`src/sv/tppm_pkg.sv`:
```
package tppm_pkg;

    // Width of the capture-tick counter; the count saturates at all ones
    localparam int unsigned PERIOD_WIDTH = 32;

    // Fixed field widths
    localparam int unsigned TICK_WIDTH   = 16;
    localparam int unsigned OUT_WIDTH    = 32;
    localparam int unsigned CFG_IDX_W    = 2;

    typedef logic [PERIOD_WIDTH-1:0] t_period;
    typedef logic [TICK_WIDTH-1:0]   t_ticks;
    typedef logic [1:0]              t_step;
    typedef logic [1:0]              t_phase;
    typedef logic [CFG_IDX_W-1:0]    t_cfg_idx;

    // Sequencer steps (the unused code behaves as holdoff)
    localparam t_step STEP_HOLDOFF = 2'd0;
    localparam t_step STEP_FIRST   = 2'd1;
    localparam t_step STEP_SECOND  = 2'd2;

    // Phase numbers
    localparam t_phase PHASE_ONE   = 2'd1;
    localparam t_phase PHASE_TWO   = 2'd2;
    localparam t_phase PHASE_THREE = 2'd3;

    // Configuration register indexes
    localparam t_cfg_idx REG_TIMEOUT = 2'd0;
    localparam t_cfg_idx REG_HOLDOFF = 2'd1;

    // Register reset values
    localparam t_ticks TIMEOUT_RESET = 16'd100;
    localparam t_ticks HOLDOFF_RESET = 16'd500;

    localparam t_ticks  TICKS_MAX  = '1;
    localparam t_period PERIOD_MAX = '1;

endpackage

```
`src/sv/three_phase_period_meter_core.sv`:
```
// Output: a result is registered into the output register as the request that ends a phase is taken.
// Throughput: one input request per cycle; the output register parts the two sides, so a
// request is taken whenever the output register is empty or is being drained that cycle.
// Reset (synchronous, active low): holdoff step, phase two first, current selected,
// counters cleared, timeout 100 and holdoff 500 slow ticks, no result pending.
module three_phase_period_meter_core
    import tppm_pkg::*;
(
    input  logic           i_clk,
    input  logic           i_rst_n,

    // configuration writes
    input  logic           i_cfg_valid,
    output logic           o_cfg_ready,
    input  t_cfg_idx       i_cfg_index,
    input  logic [15:0]    i_cfg_data,

    // input samples
    input  logic           i_in_valid,
    output logic           o_in_ready,
    input  logic           i_slow_tick,
    input  logic           i_capture_tick,
    input  logic           i_edge_phase_one,
    input  logic           i_edge_phase_two,
    input  logic           i_edge_phase_three,

    // results
    output logic           o_out_valid,
    input  logic           i_out_ready,
    output logic [1:0]     o_phase_number,
    output logic           o_measured_voltage,
    output logic [31:0]    o_period_counts,
    output logic           o_timed_out,
    output logic           o_round_done,
    output logic           o_select_level
);

    // configuration
    t_ticks  r_timeout, r_holdoff;

    // sequencer state
    t_step   r_step, n_step;
    t_phase  r_phase, n_phase;
    logic    r_vsel, n_vsel;
    t_ticks  r_wait, n_wait;
    t_period r_elapsed, n_elapsed;

    // result register
    logic    r_out_valid;
    t_phase  r_res_phase;
    logic    r_res_volt;
    logic [OUT_WIDTH-1:0] r_res_period;
    logic    r_res_to, r_res_done, r_res_sel;

    // combinational result
    logic    n_res;
    t_phase  n_res_phase;
    logic    n_res_volt;
    t_period n_res_period;
    logic    n_res_to, n_res_done, n_res_sel;

    logic    in_acc;
    logic    edge_sel;
    logic    meas_step;
    t_ticks  wait_inc;
    t_period elap_inc;

    assign o_cfg_ready = 1'b1;
    assign o_in_ready  = !r_out_valid || i_out_ready;
    assign in_acc      = i_in_valid && o_in_ready;

    // Configuration registers; indexes past the list are dropped
    always_ff @(posedge i_clk) begin
        if (!i_rst_n) begin
            r_timeout <= TIMEOUT_RESET;
            r_holdoff <= HOLDOFF_RESET;
        end else if (i_cfg_valid) begin
            case (i_cfg_index)
                REG_TIMEOUT: r_timeout <= i_cfg_data;
                REG_HOLDOFF: r_holdoff <= i_cfg_data;
                default: ;
            endcase
        end
    end

    // Edge of the phase under measurement
    always_comb begin
        case (r_phase)
            PHASE_ONE: edge_sel = i_edge_phase_one;
            PHASE_TWO: edge_sel = i_edge_phase_two;
            default:   edge_sel = i_edge_phase_three;
        endcase
    end

    assign meas_step = (r_step == STEP_FIRST) || (r_step == STEP_SECOND);

    // Saturating counters
    assign wait_inc = r_wait + t_ticks'(i_slow_tick && (r_wait != TICKS_MAX));
    assign elap_inc = r_elapsed + t_period'((r_step == STEP_SECOND) && i_capture_tick
                                            && (r_elapsed != PERIOD_MAX));

    // Next state and result for one sample
    always_comb begin
        n_step       = r_step;
        n_phase      = r_phase;
        n_vsel       = r_vsel;
        n_wait       = r_wait;
        n_elapsed    = r_elapsed;
        n_res        = 1'b0;
        n_res_phase  = r_phase;
        n_res_volt   = r_vsel;
        n_res_period = '0;
        n_res_to     = 1'b0;
        n_res_done   = (r_phase == PHASE_THREE);
        n_res_sel    = r_vsel;

        if (meas_step) begin
            n_wait    = wait_inc;
            n_elapsed = elap_inc;
            if (wait_inc >= r_timeout) begin
                // timeout wins over a same-cycle edge
                n_res    = 1'b1;
                n_res_to = 1'b1;
            end else if (edge_sel) begin
                if (r_step == STEP_FIRST) begin
                    n_step    = STEP_SECOND;
                    n_wait    = '0;
                    n_elapsed = '0;
                end else begin
                    n_res        = 1'b1;
                    n_res_period = elap_inc;
                end
            end

            // phase finished: advance the sequence
            if (n_res) begin
                n_wait    = '0;
                n_elapsed = '0;
                if (r_phase == PHASE_THREE) begin
                    n_vsel    = !r_vsel;
                    n_res_sel = !r_vsel;
                    n_phase   = PHASE_TWO;
                    n_step    = STEP_HOLDOFF;
                end else begin
                    n_phase = (r_phase == PHASE_TWO) ? PHASE_ONE : PHASE_THREE;
                    n_step  = STEP_FIRST;
                end
            end
        end else begin
            // holdoff (also the unused step code)
            n_step = STEP_HOLDOFF;
            if (i_slow_tick) begin
                if (r_wait >= r_holdoff) begin
                    n_step    = STEP_FIRST;
                    n_wait    = '0;
                    n_elapsed = '0;
                end else begin
                    n_wait = r_wait + t_ticks'(1);
                end
            end
        end
    end

    // Sequencer registers
    always_ff @(posedge i_clk) begin
        if (!i_rst_n) begin
            r_step    <= STEP_HOLDOFF;
            r_phase   <= PHASE_TWO;
            r_vsel    <= 1'b0;
            r_wait    <= '0;
            r_elapsed <= '0;
        end else if (in_acc) begin
            r_step    <= n_step;
            r_phase   <= n_phase;
            r_vsel    <= n_vsel;
            r_wait    <= n_wait;
            r_elapsed <= n_elapsed;
        end
    end

    // Result valid
    always_ff @(posedge i_clk) begin
        if (!i_rst_n) begin
            r_out_valid <= 1'b0;
        end else if (in_acc && n_res) begin
            r_out_valid <= 1'b1;
        end else if (i_out_ready) begin
            r_out_valid <= 1'b0;
        end
    end

    // Result payload
    always_ff @(posedge i_clk) begin
        if (in_acc && n_res) begin
            r_res_phase  <= n_res_phase;
            r_res_volt   <= n_res_volt;
            r_res_period <= OUT_WIDTH'(n_res_period);
            r_res_to     <= n_res_to;
            r_res_done   <= n_res_done;
            r_res_sel    <= n_res_sel;
        end
    end

    assign o_out_valid        = r_out_valid;
    assign o_phase_number     = r_res_phase;
    assign o_measured_voltage = r_res_volt;
    assign o_period_counts    = r_res_period;
    assign o_timed_out        = r_res_to;
    assign o_round_done       = r_res_done;
    assign o_select_level     = r_res_sel;

    // A round ends only on phase three
    a_done_phase3: assert property (@(posedge i_clk) disable iff (!i_rst_n)
        r_out_valid && r_res_done |-> r_res_phase == PHASE_THREE)
        else $error("round done on a phase other than three");

    // A timeout reports a zero count
    a_to_zero: assert property (@(posedge i_clk) disable iff (!i_rst_n)
        r_out_valid && r_res_to |-> r_res_period == '0)
        else $error("timeout with nonzero count");

    // Selection after a result toggles exactly when the round ends
    a_sel_toggle: assert property (@(posedge i_clk) disable iff (!i_rst_n)
        r_out_valid |-> r_res_sel == (r_res_volt ^ r_res_done))
        else $error("select level inconsistent with round done");

    // Ending a round returns to holdoff on phase two with the new selection
    a_round_restart: assert property (@(posedge i_clk) disable iff (!i_rst_n)
        in_acc && n_res && n_res_done |=>
            r_step == STEP_HOLDOFF && r_phase == PHASE_TWO && r_vsel == r_res_sel)
        else $error("sequencer did not restart after round");

    // An empty result register never stalls the input
    a_ready_empty: assert property (@(posedge i_clk) disable iff (!i_rst_n)
        !r_out_valid |-> o_in_ready)
        else $error("input stalled with empty result register");

endmodule

```
`config.mk`:
```
export PLATFORM = sky130hd
export DESIGN_NAME = three_phase_period_meter_core
export DESIGN_NICKNAME = d
export VERILOG_FILES = /design/src/sv/tppm_pkg.sv /design/src/sv/three_phase_period_meter_core.sv
export SDC_FILE = /design/constraint.sdc
export NUM_CORES = 1
export LEC_CHECK = 0
export BUFFER_PORTS_ARGS = -buffer_cell sky130_fd_sc_hd__buf_2
export CORE_MARGIN = 4
export CORE_UTILIZATION = 60
export DETAILED_ROUTE_END_ITERATION = 16
export PLACE_DENSITY_LB_ADDON = 0.1
export SETUP_SLACK_MARGIN = 0.05
export SLEW_MARGIN = 20
export SYNTH_ARGS = -nofsm -noshare
export SYNTH_HDL_FRONTEND = slang
export SYNTH_SLANG_ARGS = --single-unit
```
`constraint.sdc`:
```
create_clock -name i_clk -period 7.3 [get_ports i_clk]
set_input_delay 0.73 -clock i_clk [delete_from_list [all_inputs] [get_ports i_clk]]
set_output_delay 0.73 -clock i_clk [all_outputs]
set_load 0.02 [all_outputs]
```
[Word-level counts from Yosys, hierarchy flattened]
Cells that the tools add are included.
Cells by class
  $add $sub $neg: 3
  $lt $le $gt $ge: 2
  eq/ne operators: 11
  multiplexer cells: 36
  bitwise gates (word level): 2
  reductions and logical operators: 20
Operators with widths (number)
  two-way mux 32 bit: 7
  two-way mux 16 bit: 7
  adder 32 x 1 -> 32 bit: 1
  >= comparator 16 bit: 2
  != test 32 bit, second input constant: 1
  adder 16 x 1 -> 16 bit: 1
  adder 16 x 1 -> 16 bit, second input constant: 1
  != test 16 bit, second input constant: 1
  two-way mux 1 bit: 14
  two-way mux 2 bit: 7
  equality test 2 x 1 -> 1 bit, second input constant: 3
  equality test 2 bit, second input constant: 3
  != test 3 x 2 -> 1 bit, second input constant: 2
  AND reduction 2 bit: 3
  AND reduction 3 bit: 2
  nonzero test 2 bit: 3
  logical AND 1 bit: 5
  AND reduction 4 bit: 1
  != test 3 x 1 -> 1 bit, second input constant: 1
  OR reduction 3 bit: 1
  logical NOT 1 bit: 2
  logical NOT 2 bit: 1
  logical OR 1 bit: 2
  NOT 1 bit: 2
  one-hot mux 1 bit (2 select lines): 1
Storage, ports and cells
  register bits after elaboration: 124
  bits of input ports: 28
  output and inout port bits: 41
  word-level logic and storage cells: 88

[Logic depth before layout (Yosys ltp)]
Gate-level depths: netlist of the first run.
  depth in word-level cells: 9
  mapped depth: 21
  depth with buffers taken out: 18

[Worst setup path after synthesis of the first run]
Ideal clock, no wire load.
  kind: register to register
  start: register r_wait[3]
  end: register r_res_volt, in the netlist o_measured_voltage, enable pin
  arrival time: 4.679 ns
  required time: 6.908 ns
  slack: 2.228 ns
  cell stages (with the launch flop): 20
  buffers on the path: 3
  clock period less this slack: 5.072 ns
  cell sequence: dfxtp_1 > clkbuf_1 > and4_1 > and2_1 > clkbuf_1 > a41oi_1 > ha_1 > nand3_1 > nor2_1 > nand2_1 > nor2_1 > xnor2_1 > ha_1 > and4_1 > and4_1 > or4b_2 > nand3_2 > buf_2 > o21ai_0 > inv_1
On the way
  cells in the longest elaborated chain, start to end: 8
Ends and longest elaborated chain
  start: declaration: RTL line three_phase_period_meter_core.sv:45  | t_ticks r_wait, n_wait;
  start signal: assignment: RTL line three_phase_period_meter_core.sv:176  | r_wait <= n_wait;
  != test 16 bit: RTL line three_phase_period_meter_core.sv:98  | assign wait_inc = r_wait + t_ticks'(i_slow_tick && (r_wait != TICKS_MAX));
  logical AND 1 bit: RTL line three_phase_period_meter_core.sv:98
  adder 16 x 1 -> 16 bit *: RTL line three_phase_period_meter_core.sv:98
  >= comparator 16 bit *: RTL line three_phase_period_meter_core.sv:120  | if (wait_inc >= r_timeout) begin
  two-way mux 1 bit *: RTL line three_phase_period_meter_core.sv:120
  two-way mux 1 bit * (2 in series): RTL line three_phase_period_meter_core.sv:117  | if (meas_step) begin
  logical AND 1 bit *: RTL line three_phase_period_meter_core.sv:194  | if (in_acc && n_res) begin
  end signal: assignment: RTL line three_phase_period_meter_core.sv:196  | r_res_volt <= n_res_volt;
  end: declaration: RTL line three_phase_period_meter_core.sv:51  | logic r_res_volt;
Mark *: on every way between the ends. The rest lies on a longest branch, timed or not. The select of a mux whose other input is x is not followed.
A chain may end at the register's enable or synchronous reset.

[Worst setup path in the final report of the first run]
  start: register r_wait[3]
  end: register r_elapsed[23]
On the way
  cells in the longest elaborated chain, start to end: 8
  elaborated cells between the ends (all ways): 12
  classes of those cells: add/sub: 1; order compare: 2; eq/ne: 1; mux: 5; reduce/logical: 3
Ends and longest elaborated chain
  != test 16 bit: RTL line three_phase_period_meter_core.sv:98
  logical AND 1 bit: RTL line three_phase_period_meter_core.sv:98
  adder 16 x 1 -> 16 bit: RTL line three_phase_period_meter_core.sv:98
  >= comparator 16 bit: RTL line three_phase_period_meter_core.sv:120
  two-way mux 1 bit: RTL line three_phase_period_meter_core.sv:120
  two-way mux 1 bit: RTL line three_phase_period_meter_core.sv:117
  two-way mux 32 bit: RTL line three_phase_period_meter_core.sv:136  | if (n_res) begin
  two-way mux 32 bit: RTL line three_phase_period_meter_core.sv:117
  end signal: assignment: RTL line three_phase_period_meter_core.sv:177  | r_elapsed <= n_elapsed;
  end: declaration: RTL line three_phase_period_meter_core.sv:46  | t_period r_elapsed, n_elapsed;
Several ways; a longest one is shown, not always the timed one. The select of a mux whose other input is x is not followed.

==> out/qor.csv, run 1 <==
metric,value,unit
fillers,887,
core,0.0114,sq mm
path_clk_slew,0.06,ns
min_period,5.67,ns
status,completed,
endpoint,r_elapsed[23],
cts_setup_buffers,0,
drt_wl_total,17.8,mm
maxCapViolCount,0,
detail-route-antenna-nets,0,
synthArstFlopShare,0,%
ir_drop,0.000216,V
initial_core_util,61.1,%
p_leak,2.91,nW
worst_pin_slew,1.06,ns
htreeDepth,4,
setup_viol,0,
drive_above_1_share,13.2,%
area_growth_syn_to_layout,14.4,%
viasPerCell,6.11,
antenna_cells,0,
dr.pass1.iters,5,
cp-start-kind,register,
path_class,register to register,
place_inst,993,
hp-start,r_holdoff[12],
grt_pass1_wl,29.3,mm
slew_viol_final,0,
r2r_slack,1.63,ns
clkLatencyLatePin,0.42,ns
overflow,0,
ios,69,
die_h,116,microns
drcViolationCount,0,
grt_max_degree,64,
netlist_area,0.00698,sq mm
stdcell_count,1025,
hpwl,12.3,mm
finalHoldWorstSlack,0.457,ns
fin_crit_sh,77.7,%
synth_cells,822,
rsz0062_at_grt,no,
clock-root-buffer,clkbuf_16,
synth_cell_types,61,
grt_usage,27.6,%
r2r_start,r_wait[3],
syn_avg_cell_area,8.49,sq um
rows,39,
hold_path_class,register to register,
r2r_end,r_elapsed[23],
multiInputGateArea,0.00377,sq mm
cts-hold-fix-buffers,0,
drtIter0Drc,603,
first_global_vias,5906,
synth-edff-count,38,
fin_worst_skew,0.00767,ns
relSlewSlack,28.9,%
die_area,0.0134,sq mm
synth_fp_nets,894,
cts_resized,0,
ys.flop_type,dfxtp_1,
seq_area_frac_synth,41.0,%
max_clock_freq,0.176,GHz
hold_violations,0,
reg2reg_depth,16,
routedWlPerCell,17.4,microns
final_nets,941,
cts_tree,yes,
powerDensity,263,mW/mm^2
worstSetupEndpointType,register,
setup_tns,0,ns
cp-startpoint,r_wait[3],
worstPathMaxFanout,27,
seq_area,0.00286,sq mm
cts_buffers,17,
final_util,69.9,%
clkSinkCount,124,
clockBufferDepth,2,
place.gp.congestion,0.917,
vias,6258,
die_w,116,microns
crit_arrival,6.04,ns
io_buffers,67,
grt_antenna_before_repair,0,
synth_warnings,0,
ys_seq_elements,124,
critPathRequiredTime,7.67,ns
==> cell usage in the layout, fill, tap and decap left out, types with 3 or more instances in the layout <==
| cell type | n |
|---|---|
| nand2b_1 | 8 |
| or2_2 | 3 |
| clkinvlp_4 | 3 |
| clkbuf_8 | 3 |
| o211ai_1 | 29 |
| nor3_1 | 20 |
| o31ai_1 | 7 |
| a21oi_1 | 52 |
| bufinv_16 | 3 |
| nor3b_1 | 8 |
| and2_1 | 6 |
| edfxtp_1 | 38 |
| dfxtp_1 | 86 |
| ha_1 | 44 |
| or3_1 | 12 |
| xnor2_1 | 36 |
| buf_2 | 67 |
| o21ai_0 | 44 |
| xor2_1 | 18 |
| clkbuf_16 | 17 |
| o41ai_1 | 3 |
| nor2_1 | 61 |
| nand3_1 | 32 |
| buf_4 | 7 |
| clkinv_2 | 3 |
| a31oi_1 | 13 |
| or4_1 | 3 |
| and4_1 | 11 |
| nand4_1 | 15 |
| a21o_1 | 4 |
| and3_1 | 12 |
| nand2_1 | 120 |
| inv_1 | 47 |
| a211oi_1 | 4 |
==> cell type report <==
class | count | share of cell area, %
Tap cell | 143 | 2.24
Clock inverter | 11 | 1.76
Timing Repair Buffer | 74 | 4.86
Sequential cell | 124 | 35.9
Inverter | 47 | 2.21
Clock buffer | 21 | 5.89
Multi-Input combinational cell | 605 | 47.2
==> Yosys cell counts (3+ instances only) <==
master      n  area (sq um)
buf_2       3          15.0
xor2_1     18           158
and4_1     11          96.3
o31ai_1     7          52.6
and2_1      6          37.5
dfxtp_1    86          1720
or4_1       3          22.5
clkbuf_1   40           150
o211ai_1   29           218
a21o_1      4          30.0
a21oi_1    52           260
ha_1       44           551
nand2_1   120           450
nand3_1    32           160
o21ai_0    44           220
edfxtp_1   38          1140
nor3_1     20           100
nand2b_1    8          50.1
a211oi_1    4          30.0
nor3b_1     9          67.6
and3_1     12          75.1
xnor2_1    36           315
nor2_1     61           229
or2_2       3          18.8
or3_1      12          75.1
nand4_1    15          93.8
inv_1      47           176
nor4_1      3          18.8
a31oi_1    13          81.3
o41ai_1     3          26.3
==> sequential cells by signal, summed over array words and instances (netlist names), 2 cells and up <==
name and flops:
r_step 2, r_holdoff 16, o_phase_number 2, n_res_phase 2, r_elapsed 32, o_period_counts 32, r_wait 16, r_timeout 16
==> layer usage <==
layer | part of all wire (%) | GRT usage, % | vias to the layer above
li1 | - | - | 3024
met1 | 44 | 38.0 | 2966
met2 | 47 | 43.2 | 240
met3 | 7.7 | 6.63 | 28
met4 | 1.8 | 8.82 | 0
met5 | 0 | 0 | -
==> worst min path at each step <==
stage,endpoint,cells after the start,slack (ns)
after global placement,r_timeout[3],2,0.44
after floorplan,r_holdoff[10],2,0.44
final,r_holdoff[12],2,0.46
after global routing,r_holdoff[11],2,0.48
after CTS,r_holdoff[12],2,0.46
after detailed placement,r_timeout[4],2,0.45
==> metrics by stage <==
| stage | total power (W) | worst slack, ns | area (sq um) |
|---|---|---|---|
| global placement | 0.00122 | 2.04 | 7370 |
| finish | 0.00210 | 1.63 | 7980 |
| floorplan | 0.00110 | 2.23 | 6980 |
| CTS | 0.00210 | 1.71 | 7980 |
| detailed placement | 0.00123 | 1.80 | 7370 |
| global route | 0.00219 | 1.25 | 7980 |
==> logic make-up (layout without fill, tap and decap cells) <==
logic type / Yosys count / after routing / share of synthesized area (%)
and+or+nand+nor: 324 / 324 / 22.5
AOI/OAI and AO/OA: 182 / 182 / 16.5
DFF: 124 / 124 / 41.0
buffers and inverters: 93 / 153 / 5.22
xor gates and xnor gates: 54 / 54 / 6.78
adders and majority gates: 44 / 44 / 7.89
other: 1 / 1 / 0.0538
==> report_power, final <==
| part | internal (W) | leakage (nW) | switching [W] |
|---|---|---|---|
| combinational | 0.000133 | 1.59 | 0.000307 |
| sequential | 0.000763 | 1.03 | 0.0000318 |
| clock | 0.000561 | 0.293 | 0.000305 |
| total | 0.00146 | 2.91 | 0.000644 |
==> critical path, stage by stage (launching register included) <==
cell      delay, ns
dfxtp_1        0.41
and4_1         0.30
and2_1         0.26
a41oi_1        0.29
ha_1           0.24
nand3_1        0.16
nor2_1         0.34
nand3_1        0.15
xnor2_1        0.24
ha_1           0.29
and2_1         0.18
a221o_1        0.32
a211oi_2       0.31
nand3_2        0.50
or3_1          0.92
or4_1          0.61
nand2_1        0.07
Note: power is estimated with default switching activity, not from simulation.
==> run 2, diff against run 1 <==
Settings changed: CORE_UTILIZATION 60 to 54.
Clock period 7.3 ns to 4.92 ns, I/O delays scaled along.
==> out/qor.csv, run 2 (synthesis results as in run 1) <==
metric,value,unit,change
cp_cell_sequence,ha_1 -> and2_1 -> a41oi_1 -> ha_1 -> nand3_2 -> nor2_4 -> nand2_1 -> nor2_1 -> xnor2_1 -> ha_1 -> and4_1 -> and4_1 -> or4b_2 -> nand3_4 -> o21ai_1 -> clkinvlp_4 -> buf_12,,
switching_share,30.2,%,-0.41 points
clock-root-buffer,clkbuf_16,,
r2r_end,o_period_counts[13],,
cp_top_family,simple AND/OR/NAND/NOR gates,,
drt_wl_total,17.6,mm,-0.89%
hp-start,i_cfg_data[6],,
min_period,4.59,ns,-1.09 ns
final_common_cell,nand2_1,,
status,completed,,
critPathRequiredTime,5.03,ns,-2.64 ns
drtIter0Drc,564,,-6.5%
reg2reg_depth,17,,+1
worstSetupEndpointType,register,,
most-common-layout-cells,"nand2_1 (120), dfxtp_1 (86), buf_2 (67)",,
core,0.0126,sq mm,+11%
hold_path_class,primary input to register,,
viasPerCell,5.78,,-5.4%
setup_tns,0,ns,unchanged
rows,41,,+5.1%
cts_buffers,17,,unchanged
worst_pin_slew,0.801,ns,-0.262 ns
grt_pass1_wl,28.6,mm,-2.3%
dr.pass1.iters,8,,+3
rsz0062_at_grt,no,,
cp-start-kind,register,,
multiInputGateArea,0.00381,sq mm,+1.1%
setup_viol,0,,unchanged
fillers,1098,,+24%
r2r_slack,0.33,ns,-1.29 ns
crit_path_frequent_cell,ha_1,,
detail-route-antenna-nets,0,,unchanged
htreeDepth,4,,unchanged
initial_core_util,55.3,%,-5.8 points
whs_endpoint,r_holdoff[6],,
io_buffers,67,,unchanged
r2r_start,r_wait[1],,
relSlewSlack,46.6,%,+18 points
seq_area,0.00286,sq mm,unchanged
maxCapViolCount,0,,unchanged
p_leak,3.00,nW,+3.1%
cts-hold-fix-buffers,0,,unchanged
p_int,0.00220,W,+51%
area_growth_syn_to_layout,17.4,%,
vias,6164,,-1.5%
ir_drop,0.000208,V,-4.1%
grt_usage,24.3,%,-3.3 points
crit_arrival,4.70,ns,-1.34 ns
cp_slowest_cell,or4b_2,,
final_nets,954,,+1.4%
routedWlPerCell,16.5,microns,-4.8%
fin_crit_sh,93.2,%,+16 points
powerDensity,385,mW/mm^2,+46%
whs_path_depth,3,,+1
slew_viol_final,0,,unchanged
p_clk_share,41.1,%,-0.2 points
die_w,122,microns,+5.0%
p_seq_share,37.1,%,-0.7 points
first_global_vias,5702,,-3.5%
overflow,0,,unchanged
hpwl,12.6,mm,+2.9%
cp_num_buf_inv,2,,+2
grt_antenna_before_repair,0,,unchanged
drive_above_1_share,15.2,%,+2.0 points
clkSinkCount,124,,unchanged
cts_tree,yes,,
switchingPower,0.000954,W,+48%
power,0.00315,W,+50%
hold_violations,0,,unchanged
path_class,register to register,,
die_h,122,microns,+5.0%
die_area,0.0148,sq mm,+10%
fin_worst_skew,0.00777,ns,+0.0000990 ns
worstPathMaxFanout,38,,+41%
place.gp.congestion,0.941,,+2.6%
antenna_cells,0,,unchanged
cts_setup_buffers,0,,unchanged
clockBufferDepth,2,,unchanged
max_clock_freq,0.218,GHz,+24%
critPathMaxStageDelay,0.65,ns,-0.27 ns
path_clk_slew,0.05,ns,about the same
grt_max_degree,64,,unchanged
combPwrFrac,21.8,%,+0.9 points
drcViolationCount,0,,unchanged
clkLatencyLatePin,0.42,ns,about the same
ios,69,,unchanged
run 2: area by class of cell:
type,instances,share of cell area (%)
Multi-Input combinational cell,605,46.5
Sequential cell,124,34.9
Clock buffer,23,6.37
Timing Repair Buffer,87,6.08
Tap cell,172,2.63
Inverter,47,2.20
Clock inverter,9,1.27
run 2: metrics by stage:
step / utilization, % / area (sq um) / hold slack (ns) / cells / setup slack (ns)
finish: 64.9 / 8190 / 0.310 / 1067 / 0.332
global route: 64.9 / 8190 / 0.309 / 1067 / 0.0439
CTS: 64.5 / 8140 / 0.292 / 1067 / 0.0904
detailed placement: 59.6 / 7520 / 0.452 / 1035 / 0.128
global placement: 59.6 / 7520 / 0.445 / 1035 / 0.340
floorplan: - / 6980 / 0.436 / 822 / 0.163
run 2: routing by layer:
metal / global-route usage, % / vias up / part of all wire [%]
met4: 9.45 / 0 / 2.0
li1: - / 3049 / -
met5: 0 / - / 0
met1: 32.6 / 2860 / 45
met3: 5.66 / 36 / 6.5
met2: 38.2 / 219 / 46
run 2: what timing repair did:
action,CTS,global route
endpoints found under the setup margin,0,116
resized for setup,0,8
hold endpoints to repair,0,0
run 2: worst max-delay path by stage:
| stage | start | endpoint | slack [ns] | depth (start not counted) |
|---|---|---|---|---|
| after floorplan | r_wait[3] | o_measured_voltage | 0.16 | 18 |
| after global placement | r_wait[4] | r_elapsed[13] | 0.34 | 18 |
| after detailed placement | r_wait[4] | r_elapsed[3] | 0.13 | 17 |
| after CTS | r_wait[4] | r_elapsed[3] | 0.09 | 17 |
| after global routing | r_wait[4] | r_elapsed[9] | 0.04 | 17 |
| final | r_wait[1] | o_period_counts[13] | 0.33 | 17 |
run 2: power by group through the flow:
stage	registers (W)	clock network, W	logic [W]
2_1_floorplan	0.00124	0	0.000399
3_3_place_gp	0.00119	0	0.000657
3_5_place_dp	0.00119	0	0.000674
4_1_cts	0.00117	0.00132	0.000679
5_1_grt	0.00118	0.00136	0.000754
6_report	0.00117	0.00130	0.000688
run 2: worst reg2reg max path, cell delays in order, from the launching register on:
cell and delay (ns):
dfxtp_1 0.40, ha_1 0.30, and2_1 0.24, a41oi_1 0.25, ha_1 0.25, nand3_2 0.15
nor2_4 0.19, nand2_1 0.08, nor2_1 0.14, xnor2_1 0.10, ha_1 0.30, and4_1 0.24
and4_1 0.22, or4b_2 0.65, nand3_4 0.19, o21ai_1 0.18, clkinvlp_4 0.14, buf_12 0.22
==> run 3, diff against run 2 <==
Settings changed: RECOVER_POWER set to 25, REMOVE_ABC_BUFFERS set to 1.
==> out/qor.csv, run 3 (synthesis results as in run 1) <==
metric,value,unit,change
grt_most_used_layer,met2,,
switchingPower,0.000936,W,-1.9%
detail-route-antenna-nets,0,,unchanged
place.gp.congestion,0.908,,-3.5%
die_w,122,microns,unchanged
routedWlPerCell,16.6,microns,+0.72%
r2r_end,r_elapsed[22],,
cts_buffers,17,,unchanged
initial_core_util,55.3,%,unchanged
hpwl,12.6,mm,+0.18%
grt_util_met1,28.9,%,-3.7 points
p_seq_share,37.5,%,+0.4 points
combPwrFrac,22.0,%,+0.2 points
path_class,register to register,,
dr.pass1.iters,5,,-3
p_clk_share,40.4,%,-0.7 points
final_common_cell,nand2_1,,
setup_slack,0.350,ns,+0.0178 ns
drcViolationCount,0,,unchanged
path_clk_slew,0.05,ns,about the same
rsz0062_at_grt,no,,
clkSinkCount,124,,unchanged
grt_antenna_before_repair,0,,unchanged
place_inst,1033,,-0.19%
worstSetupEndpointType,register,,
maxCapViolCount,1,,+1
overflow,0,,unchanged
viasPerCell,5.82,,+0.69%
hold_path_class,primary input to register,,
finalHoldWorstSlack,0.308,ns,-0.00188 ns
fin_crit_sh,92.9,%,-0.36 points
max_clock_freq,0.219,GHz,+0.39%
drt_wl_total,17.7,mm,+0.53%
first_global_vias,6052,,+6.1%
area_growth_syn_to_layout,16.7,%,
clockBufferDepth,2,,unchanged
grt_max_degree,63,,-1.6%
cts_resized,0,,unchanged
final_nets,952,,-0.21%
dpl_worst_slack,0.213,ns,+0.0858 ns
hold_violations,0,,unchanged
die_h,122,microns,unchanged
most-common-layout-cells,"nand2_1 (120), dfxtp_1 (86), nor2_1 (59)",,
drtIter0Drc,570,,+1.1%
met3_usage,4.69,%,-0.97 points
io_buffers,67,,unchanged
cp-start-kind,register,,
grt_usage,24.8,%,+0.50 points
cts-hold-fix-buffers,0,,unchanged
reg2reg_depth,16,,-1
groute.layer.met2.usage,44.2,%,+6.0 points
critPathRequiredTime,5.21,ns,+0.18 ns
antenna_cells,0,,unchanged
die_area,0.0148,sq mm,unchanged
min_period,4.57,ns,-0.0178 ns
cts_setup_buffers,0,,unchanged
relSlewSlack,-54.1,%,-100 points
violations,"max-capacitance violations, max-slew violations",,
powerDensity,382,mW/mm^2,-0.76%
drive_above_1_share,12.9,%,-2.3 points
clock-root-buffer,clkbuf_16,,
setup_tns,0,ns,unchanged
whs_path_depth,3,,unchanged
power,0.00311,W,-1.4%
clkLatencyLatePin,0.42,ns,about the same
status,"complete, but fails checks",,
ios,69,,unchanged
stdcell_count,1065,,-0.19%
p_int,0.00218,W,-1.1%
r2r_start,r_wait[5],,
crit_arrival,4.86,ns,+0.16 ns
hp-start,i_cfg_data[7],,
worst_pin_slew,2.31,ns,+1.51 ns
rows,41,,unchanged
whs_endpoint,r_holdoff[7],,
setup_viol,0,,unchanged
ir_drop,0.000251,V,+21%
worstPathMaxFanout,18,,-53%
core,0.0126,sq mm,unchanged
cts_tree,yes,,
vias,6195,,+0.50%
p_leak,2.96,nW,-1.4%
r2r_slack,0.35,ns,+0.02 ns
grt_pass1_wl,29.2,mm,+2.2%
fin_worst_skew,0.00712,ns,-0.000645 ns
htreeDepth,4,,unchanged
switching_share,30.1,%,-0.16 points
slew_viol_final,20,,+20
==> run 3: cell count changes in the layout (fill, tap and decap cells not counted), moves of 2 or more <==
cell        before  now
clkinvlp_4       3    1
buf_4           19   14
clkbuf_1         2   18
buf_12           1    4
nor2_2           0    2
clkbuf_16       20   17
buf_2           67   52
clkbuf_8         1    6
==> run 3: layout make-up <==
cell class              count  area (sq um)
well taps                 172           215
fillers                  1124          4480
clock buffers              26           519
flip-flops and latches    124          2860
clock inverters             6          82.6
repair buffers             85           502
multi-input cells         605          3780
inverters                  47           176
==> run 3: power by group through the flow <==
stage                     clock network [W]  registers [W]  logic, W
final                               0.00126        0.00117  0.000686
after global routing                0.00133        0.00117  0.000751
after CTS                           0.00128        0.00117  0.000679
after detailed placement                  0        0.00119  0.000677
after global placement                    0        0.00119  0.000662
after floorplan                           0        0.00124  0.000359
==> run 3: how the worst max path moves through the flow <==
stage          cells after the start  startpoint                   to
3_3_place_gp                      17   r_wait[5]  o_period_counts[22]
2_1_floorplan                     16   r_wait[3]   o_measured_voltage
5_1_grt                           18   r_wait[5]        r_elapsed[22]
3_5_place_dp                      17   r_wait[5]        r_elapsed[11]
6_report                          16   r_wait[5]        r_elapsed[22]
4_1_cts                           17   r_wait[5]        r_elapsed[10]
==> run 3: stage by stage <==
stage,util [%],area (sq um)
floorplan,-,6790
global placement,59.7,7540
detailed placement,59.8,7540
CTS,64.5,8140
global route,64.5,8140
finish,64.5,8140
==> run 3: metal layers <==
metal	up-vias	wire length (microns)
li1	3043	-
met5	-	0
met1	2908	7240
met4	0	580
met2	197	8980
met3	47	912
==> run 3: worst max-delay path: stages (launching register included) <==
cell	delay (ns)
dfxtp_1	0.36
and4_1	0.28
and2_1	0.25
a41oi_1	0.25
ha_1	0.23
ha_1	0.33
nand3_1	0.16
xnor2_1	0.37
ha_1	0.19
and4_1	0.24
and4_1	0.23
or4b_2	0.66
nand3_4	0.18
buf_4	0.27
nor3_1	0.09
o211ai_1	0.21
o21ai_0	0.14
